==> src/rtl/core/sfrb_pkg.sv <==
// ----------------------------------------------------------------------------
// sfrb_pkg
// Shared types and constants of the stereo frame ring buffer: beat layouts of
// the input and result channels and the link between control and output queue.
// ----------------------------------------------------------------------------
package sfrb_pkg;

    // fixed field widths
    localparam int SAMPLE_W = 32;
    localparam int CNT_W    = 11;
    localparam int REQ_W    = 7;

    // capacity register after reset
    localparam logic [CNT_W-1:0] CAP_RESET = 11'd1024;

    // item kinds
    localparam logic KIND_WRITE = 1'b0;
    localparam logic KIND_READ  = 1'b1;

    // input beat
    typedef struct packed {
        logic                kind;
        logic [SAMPLE_W-1:0] left_sample;
        logic [SAMPLE_W-1:0] right_sample;
        logic [REQ_W-1:0]    request_frames;
    } in_beat_t;

    // result beat
    typedef struct packed {
        logic [SAMPLE_W-1:0] left_out;
        logic [SAMPLE_W-1:0] right_out;
        logic                frame_valid;
        logic                last;
        logic [CNT_W-1:0]    fill_level;
        logic [CNT_W-1:0]    free_space;
    } out_beat_t;

    // control to output queue
    typedef struct packed {
        logic      vld;
        out_beat_t beat;
    } push_t;

    // output queue status back to control
    typedef struct packed {
        logic [1:0] occ;
        logic       pop;
    } q_stat_t;

endpackage

==> src/rtl/core/sfrb_out_q.sv <==
// ----------------------------------------------------------------------------
// sfrb_out_q
// Two-entry result queue. Decouples the result channel from the burst engine
// so a frame keeps flowing every cycle while the receiver takes them.
// ----------------------------------------------------------------------------
module sfrb_out_q (
    input  logic                aclk,
    input  logic                aresetn,
    input  sfrb_pkg::push_t     push,
    output sfrb_pkg::q_stat_t   stat,
    output logic                m_valid,
    input  logic                m_ready,
    output sfrb_pkg::out_beat_t m_data
);

    sfrb_pkg::out_beat_t ent_reg [2];
    logic                wr_ptr_reg;
    logic                wr_ptr_next;
    logic                rd_ptr_reg;
    logic                rd_ptr_next;
    logic [1:0]          occ_reg;
    logic [1:0]          occ_next;
    logic                pop;

    assign m_valid = (occ_reg != 2'd0);
    assign m_data  = ent_reg[rd_ptr_reg];
    assign pop     = m_valid & m_ready;

    assign stat.occ = occ_reg;
    assign stat.pop = pop;

    // pointer and occupancy update
    always_comb begin
        wr_ptr_next = push.vld ? ~wr_ptr_reg : wr_ptr_reg;
        rd_ptr_next = pop ? ~rd_ptr_reg : rd_ptr_reg;
        occ_next    = occ_reg + {1'b0, push.vld} - {1'b0, pop};
    end

    always_ff @(posedge aclk) begin
        if (!aresetn) begin
            wr_ptr_reg <= 1'b0;
            rd_ptr_reg <= 1'b0;
            occ_reg    <= 2'd0;
        end else begin
            wr_ptr_reg <= wr_ptr_next;
            rd_ptr_reg <= rd_ptr_next;
            occ_reg    <= occ_next;
        end
    end

    // entry storage
    always_ff @(posedge aclk) begin
        if (push.vld) begin
            ent_reg[wr_ptr_reg] <= push.beat;
        end
    end

endmodule

==> config.mk <==
export PLATFORM = sky130hd
export DESIGN_NAME = sfrb_out_q
export DESIGN_NICKNAME = d
export VERILOG_FILES = /design/src/rtl/core/sfrb_pkg.sv /design/src/rtl/core/sfrb_out_q.sv
export SDC_FILE = /design/constraint.sdc
export NUM_CORES = 1
export LEC_CHECK = 0
export ABC_AREA = 0
export BUFFER_PORTS_ARGS = -buffer_cell sky130_fd_sc_hd__buf_2
export CAP_MARGIN = 0
export CELL_PAD_IN_SITES_DETAIL_PLACEMENT = 0
export CELL_PAD_IN_SITES_GLOBAL_PLACEMENT = 1
export CORE_AREA = 2 2 127 129
export DETAILED_ROUTE_END_ITERATION = 8
export DIE_AREA = 0 0 129 131
export PLACE_DENSITY = 0.77
export SYNTH_ARGS = -nofsm -noshare
export SYNTH_HDL_FRONTEND = slang
export SYNTH_SLANG_ARGS = --single-unit
==> constraint.sdc <==
create_clock -name aclk -period 6.45 [get_ports aclk]
set_input_delay 0.3225 -clock aclk [delete_from_list [all_inputs] [get_ports aclk]]
set_output_delay 0.3225 -clock aclk [all_outputs]
set_load 0.01 [all_outputs]
==> impl_results.md, run 1 <==
- Status: finished, final reports clean
- Worst EP arrival: 2430 ps
- Synth top area share: 79.22%
- Fraction of the yosys area taken by sequential cells: 80.72%
- Async set-or-reset flop fraction in the synthesized netlist: 0%
- Lkg Pwr: 3.194 nW
- Synth warn: 0
- Max FFs per register: 176
- Rows: 46
- Fin Setup TNS: 0 ps
- ANT cells: 0
- Final Hold Vio Count: 0
- DR pass1 iterations: 4
- Pins Over Slew Limit: 0
- Final GP Congestion: 0.6905
- Area of the mapped netlist: 6671 µm²
- CP Max Fanout: 47
- Vias in the first global route: 3450
- Post-CTS Resized: 0
- # H-tree levels: 4
- Initial Utilization: 42.77%
- I/O pin total: 184
- Die Y: 131 µm
- Later-pin clock latency in the skew report: 420 ps
- Min Hold Slack: 88.14 ps
- Post-route ant nets: 0
- DR WL/cell: 16.38 µm
- XOR/XNOR Fraction of Synth Area: 0.3376%
- Root Buffer: clkbuf_16
- Synth Net Count: 391
- Final WL: 11780 µm
- Layout Skew: 6.470 ps
- Worst VDD drop: 0.0002422 V
- First-pass GRT wire length: 17240 µm
- Syn_area_per_cell: 22.46 µm²
- # fillers: 1277
- Unrepaired setup endpoints after global routing: no
- Vias per cell: 4.652
- GRT Util Overall: 13.86%
- Most frequent cells after synthesis: 176 x edfxtp_1, 68 x mux2_2, 20 x mux2_4, 6 x buf_2, 5 x dfxtp_1
- Post-synth EDFFs: 176
- Largest family of logic cells by synthesized area: multiplexers
- Required time of the critical path: 6130 ps
- Final setup viols: 0
- Area growth syn-to-layout: 25.99%
- Synth Register Bits: 181
- Total global routing overflow: 0
- Drt drc: 0
- Kind of critical path: reg -> out
- Startpoint types: flop
- Top post-synthesis cells by area: edfxtp_1 79%, mux2_2 11%, mux2_4 4.5%
- Period utilisation layout: 42.70%
- Largest net degree at the start of global routing: 89
- # clock sinks: 181
- Initial antenna violation count: 1
- Slew of the pin with the lowest slew margin: 1252 ps
- Commonest register cell after synthesis: edfxtp_1
- Synth Area in Simple Gates: 0.7127%
- Core ar.: 15600 µm²
- Gate Count Post-Synth: 297
- Hold_buf cts: 0
- Clk buf depth: 2
- Post-CTS Setup Bufs: 0
- Top-count cell post-synth: edfxtp_1
- Worst slew margin: 16.52%
- Netlist cell types: 17
- PwrDens: 355.6 nW/µm²
- Die area: 16900 µm²
- Critical path endpoint category: output port
- Final net count: 585
- Final min period: 2754 ps
- Compound-cell area share of the yosys netlist: 0.2251%
- CTS buffer count: 17
- Max-cap violation count: 0
- FMAX: 0.3631 GHz
- DR iter-0 viols: 261
- Port Buffer Count: 183
- Clk slew on worst S/H paths: 60 ps
- Mux share of post-synthesis cell area: 16.28%
- Top cell type by total area after synthesis: edfxtp_1
- Via total after detailed routing: 3345
- CTS tree: yes
- Post-Synth Adder-Cell Area: 0.3751%
- Share of layout cells above drive strength 1: 60.83%
- Hold/Removal Path Class: in -> reg
- Chip width: 129 µm
- Post-DP HPWL: 7548 µm
==> cell type report <==
cell class	count	area, µm²	share of cell area, %
clock buffers	19	432.9	5.150
clock inverters	12	161.4	1.920
inverters	2	7.507	0.08931
multi-input cells	103	1206	14.35
flip-flops and latches	181	5389	64.11
well taps	216	270.3	3.215
repair buffers	186	938.4	11.16
==> worst paths after layout <==
| path | end | start | cells past startpoint | slack (ps) |
|---|---|---|---|---|
| worst min-delay path | ent_reg[0][19]$_DFFE_PP_ | push[19] | 1 | 90 |
| worst min register to register | flop | rd_ptr_reg$_SDFFE_PN0P_ | 2 | 490 |
| worst max register to register | ent_reg[0][29]$_DFFE_PP_ | wr_ptr_reg$_SDFFE_PN0P_ | 2 | 4040 |
| worst max-delay path | m_data[34] | flop | 3 | 3700 |
==> routing by layer <==
layer  part of all wire [%]  global-route usage [%]  vias up  routed length (µm)
met1                     43                   16.54     1638                5017
met4                    1.4                   5.307        2                 165
met2                     47                   21.54      134                5559
li1                       -                       -     1555                   -
met3                    8.7                   7.207       16                1020
met5                   0.12                       0        -                  14
==> worst max-delay path, cell delays in order (launching register included) <==
cell and delay, ps:
dfxtp_4 720, buf_4 670, mux2_2 420, buf_2 140
==> through the flow <==
step	power [mW]	utilization, %	instance area [µm²]	setup slack (ps)	std cells
after global routing	3.114	53.89	8406	3535	719
final	2.989	53.89	8406	3696	719
after global placement	1.969	50.08	7811	3925	688
after CTS	3.028	53.89	8406	3619	719
after detailed placement	1.982	50.08	7811	3817	688
after floorplan	1.795	-	6671	1683	297
==> cell families after synthesis <==
logic type	after synthesis
DFF	181
buffers and inverters	13
adders and majority gates	2
and+or+nand+nor	8
AOI/OAI and AO/OA	2
muxes	90
xor gates and xnor gates	1
==> power breakdown <==
| part | switching [mW] | total (mW) | internal, mW |
|---|---|---|---|
| clock network | 0.404 | 1.04 | 0.640 |
| logic | 0.243 | 0.527 | 0.284 |
| registers | 0.0509 | 1.42 | 1.37 |
| total | 0.698 | 2.99 | 2.29 |
==> cell usage in the layout, fill, tap and decap left out <==
master	count
bufinv_16	4
dfxtp_4	1
edfxtp_1	176
nor2b_1	2
clkinv_1	1
mux2_4	20
inv_1	2
nand2_1	1
ha_1	2
clkinv_2	6
or2_2	1
clkbuf_16	17
mux2i_1	2
clkbuf_1	2
buf_4	3
and2_4	1
and2_1	1
mux2_2	68
clkinvlp_4	1
xnor3_1	1
dfxtp_1	4
nand2b_1	1
o21a_1	2
buf_2	183
nor2b_4	1
(Power assumes the default switching activity.)
==> inputs of run 2 (changes only) <==
ABC_AREA = 1   (was 0)
CORE_AREA = 2 2 134 136   (was 2 2 127 129)
DIE_AREA = 0 0 136 138   (was 0 0 129 131)
PLACE_DENSITY = 0.73   (was 0.77)
clock period = 2.39 ns   (was 6.45 ns; I/O delays follow)
==> impl_results.md, run 2 <==
- Status: finished, final reports clean (unchanged)
- Layout Skew: 6.816 ps (was 6.470 ps)
- Pins Over Slew Limit: 0 (unchanged)
- Total global routing overflow: 0 (unchanged)
- Gate Count Post-Synth: 310 (was 297)
- Clk buf depth: 2 (unchanged)
- Root Buffer: clkbuf_16 (unchanged)
- Slew of the pin with the lowest slew margin: 681.5 ps (was 1252 ps)
- Post-synth EDFFs: 176 (unchanged)
- Max-cap violation count: 0 (unchanged)
- Startpoint types: flop (unchanged)
- Most frequent cells in the layout: 183 x buf_2, 176 x edfxtp_1, 91 x dlygate4sd3_1, 68 x mux2_2, 20 x mux2_4 (was 183 x buf_2, 176 x edfxtp_1, 68 x mux2_2, 20 x mux2_4, 17 x clkbuf_16)
- Core ar.: 17530 µm² (was 15600 µm²)
- Post-CTS Setup Bufs: 0 (unchanged)
- Post-route ant nets: 0 (unchanged)
- DR pass1 iterations: 4 (unchanged)
- GRT Util Overall: 13.92% (was 13.86%)
- Via total after detailed routing: 3732 (was 3345)
- Final WL: 12820 µm (was 11780 µm)
- Synth warn: 0 (unchanged)
- Most frequent cells after synthesis: 176 x edfxtp_1, 68 x mux2_2, 20 x mux2_4, 9 x nor2_1 (was 176 x edfxtp_1, 68 x mux2_2, 20 x mux2_4, 6 x buf_2, 5 x dfxtp_1)
- Top-count cell post-synth: edfxtp_1 (unchanged)
- Async set-or-reset flop fraction in the synthesized netlist: 0% (unchanged)
- ANT cells: 0 (unchanged)
- Final Hold Vio Count: 0 (unchanged)
- Port Buffer Count: 183 (unchanged)
- Syn_area_per_cell: 21.51 µm² (was 22.46 µm²)
- Clk slew on worst S/H paths: 70 ps (was 60 ps)
- Vias per cell: 4.443 (was 4.652)
- Hold/Removal Path Class: in -> reg (unchanged)
- Top cell type by total area after synthesis: edfxtp_1 (unchanged)
- Final GP Congestion: 0.6882 (was 0.6905)
- Area growth syn-to-layout: 41.11% (was 25.99%)
- Synth top area share: 79.26% (was 79.22%)
- Netlist cell types: 13 (was 17)
- # clock sinks: 181 (unchanged)
- Later-pin clock latency in the skew report: 420 ps (about the same)
- Post-DP HPWL: 7690 µm (was 7548 µm)
- I/O pin total: 184 (unchanged)
- Required time of the critical path: 2270 ps (was 6130 ps)
- Area of the mapped netlist: 6668 µm² (was 6671 µm²)
- Die area: 18770 µm² (was 16900 µm²)
- Worst EP arrival: 1820 ps (was 2430 ps)
- CTS tree: yes (unchanged)
- Die Y: 138 µm (was 131 µm)
- Top post-synthesis cells by area: edfxtp_1 79%, mux2_2 11%, mux2_4 4.5% (unchanged)
- Largest net degree at the start of global routing: 52 (was 89)
- Max FFs per register: 176 (unchanged)
- Initial Utilization: 38.03% (was 42.77%)
- Reg area: 5389 µm² (unchanged)
- Lkg Pwr: 3.625 nW (was 3.194 nW)
- Synth Net Count: 404 (was 391)
- Initial antenna violation count: 0 (was 1)
- PwrDens: 880.4 nW/µm² (was 355.6 nW/µm²)
- Period utilisation layout: 81.01%
- Final min period: 1936 ps
- Post-CTS Resized: 0 (unchanged)
- Worst VDD drop: 0.0004731 V (was 0.0002422 V)
- First-pass GRT wire length: 20050 µm (was 17240 µm)
- Rows: 49 (was 46)
- Multi-input logic area: 1177 µm² (was 1206 µm²)
- DR iter-0 viols: 180 (was 261)
- Chip width: 136 µm (was 129 µm)
- Critical path endpoint category: output port (unchanged)
- CTS buffer count: 17 (unchanged)
- Unrepaired setup endpoints after global routing: no (unchanged)
- Final setup viols: 0 (unchanged)
- Drt drc: 0 (unchanged)
- FMAX: 0.5165 GHz
- Kind of critical path: reg -> out (unchanged)
- Vias in the first global route: 4105 (was 3450)
- # H-tree levels: 4 (unchanged)
- DR WL/cell: 15.27 µm (was 16.38 µm)
- Share of layout cells above drive strength 1: 50.90% (was 60.83%)
- Worst slew margin: 54.57% (was 16.52%)
- # fillers: 1431 (was 1277)
- Fraction of the yosys area taken by sequential cells: 80.77% (was 80.72%)
- Fin Setup TNS: 0 ps (unchanged)
- Most common cell after layout, fill and taps aside: buf_2 (unchanged)
- Synth Register Bits: 181 (unchanged)
- Final net count: 692 (was 585)
- CP Max Fanout: 39 (was 47)
- Commonest register cell after synthesis: edfxtp_1 (unchanged)
- Min Hold Slack: 423.3 ps (was 88.14 ps)
==> run 2: cell types whose count changed in the layout (fill, tap and decap cells not counted), moves of 2 or more <==
cell,delta
inv_1,+5
buf_12,+2
o21a_1,-2
nor2b_1,-2
inv_6,+3
clkinvlp_4,+2
clkinv_2,-3
mux2i_1,-2
nor2_1,+8
nand2_1,+7
nand3_1,+2
dlygate4sd3_1,+91
==> run 2: kinds of logic after synthesis <==
logic type / count (synthesis) / share of synthesized area, %
DFF: 181 / 80.77
muxes: 88 / 15.99
buffers and inverters: 19 / 1.689
and+or+nand+nor: 19 / 1.107
adders and majority gates: 2 / 0.3752
AOI/OAI and AO/OA: 1 / 0.07499
==> run 2: final cells by class <==
class | count | share of cell area [%]
clock buffer | 18 | 4.561
clock inverter | 14 | 2.088
inverter | 8 | 0.3590
multi-input combinational | 110 | 12.51
sequential | 181 | 57.27
tap | 229 | 3.045
timing repair buffer | 280 | 20.16
==> run 2: final timing paths <==
check                           from                 endpoint  slack, ps  cells past startpoint
max reg2reg    occ_reg[1]$_SDFF_PN0_    occ_reg[1]$_SDFF_PN0_        920                      8
min reg2reg  rd_ptr_reg$_SDFFE_PN0P_  rd_ptr_reg$_SDFFE_PN0P_        520                      2
min                          push[1]  ent_reg[1][1]$_DFFE_PP_        420                      2
max                             flop               m_data[27]        450                      3
==> run 2: stage by stage <==
| step | worst slack, ps | area (µm²) | std cells | utilization [%] | total power [mW] |
|---|---|---|---|---|---|
| 2_1_floorplan | 268.8 | 6679 | 310 | - | 4.801 |
| 3_3_place_gp | 905.5 | 7873 | 717 | 44.90 | 5.300 |
| 3_5_place_dp | 889.3 | 7873 | 717 | 44.90 | 5.328 |
| 4_1_cts | 418.7 | 9409 | 840 | 53.66 | 8.397 |
| 5_1_grt | 357.6 | 9409 | 840 | 53.66 | 8.660 |
| 6_report | 453.9 | 9409 | 840 | 53.66 | 8.284 |
==> run 2: routing by layer <==
| layer | global-route usage (%) | wire length, µm | up-vias |
|---|---|---|---|
| met3 | 4.290 | 679 | 15 |
| met5 | 0 | 0 | - |
| met4 | 4.934 | 179 | 0 |
| met1 | 16.05 | 5289 | 1818 |
| met2 | 24.31 | 6673 | 116 |
| li1 | - | - | 1783 |
==> run 2: worst max-delay path: stages (launching register included) <==
cell and delay (ps):
dfxtp_4 350, buf_4 470, mux2_2 410, buf_2 140
==> run 2: power breakdown <==
group          switching [mW]  leakage (nW)  internal (mW)  total, mW
Sequential             0.0572          1.69           3.69       3.75
Clock                    1.16         0.303           1.76       2.92
Combinational           0.777          1.63          0.832       1.61
Total                    1.99          3.62           6.29       8.28
==> run 2: what timing repair did <==
item                       CTS  global route
setup endpoints to repair    0             0
hold buffers                91             0
hold endpoints to repair   181             0
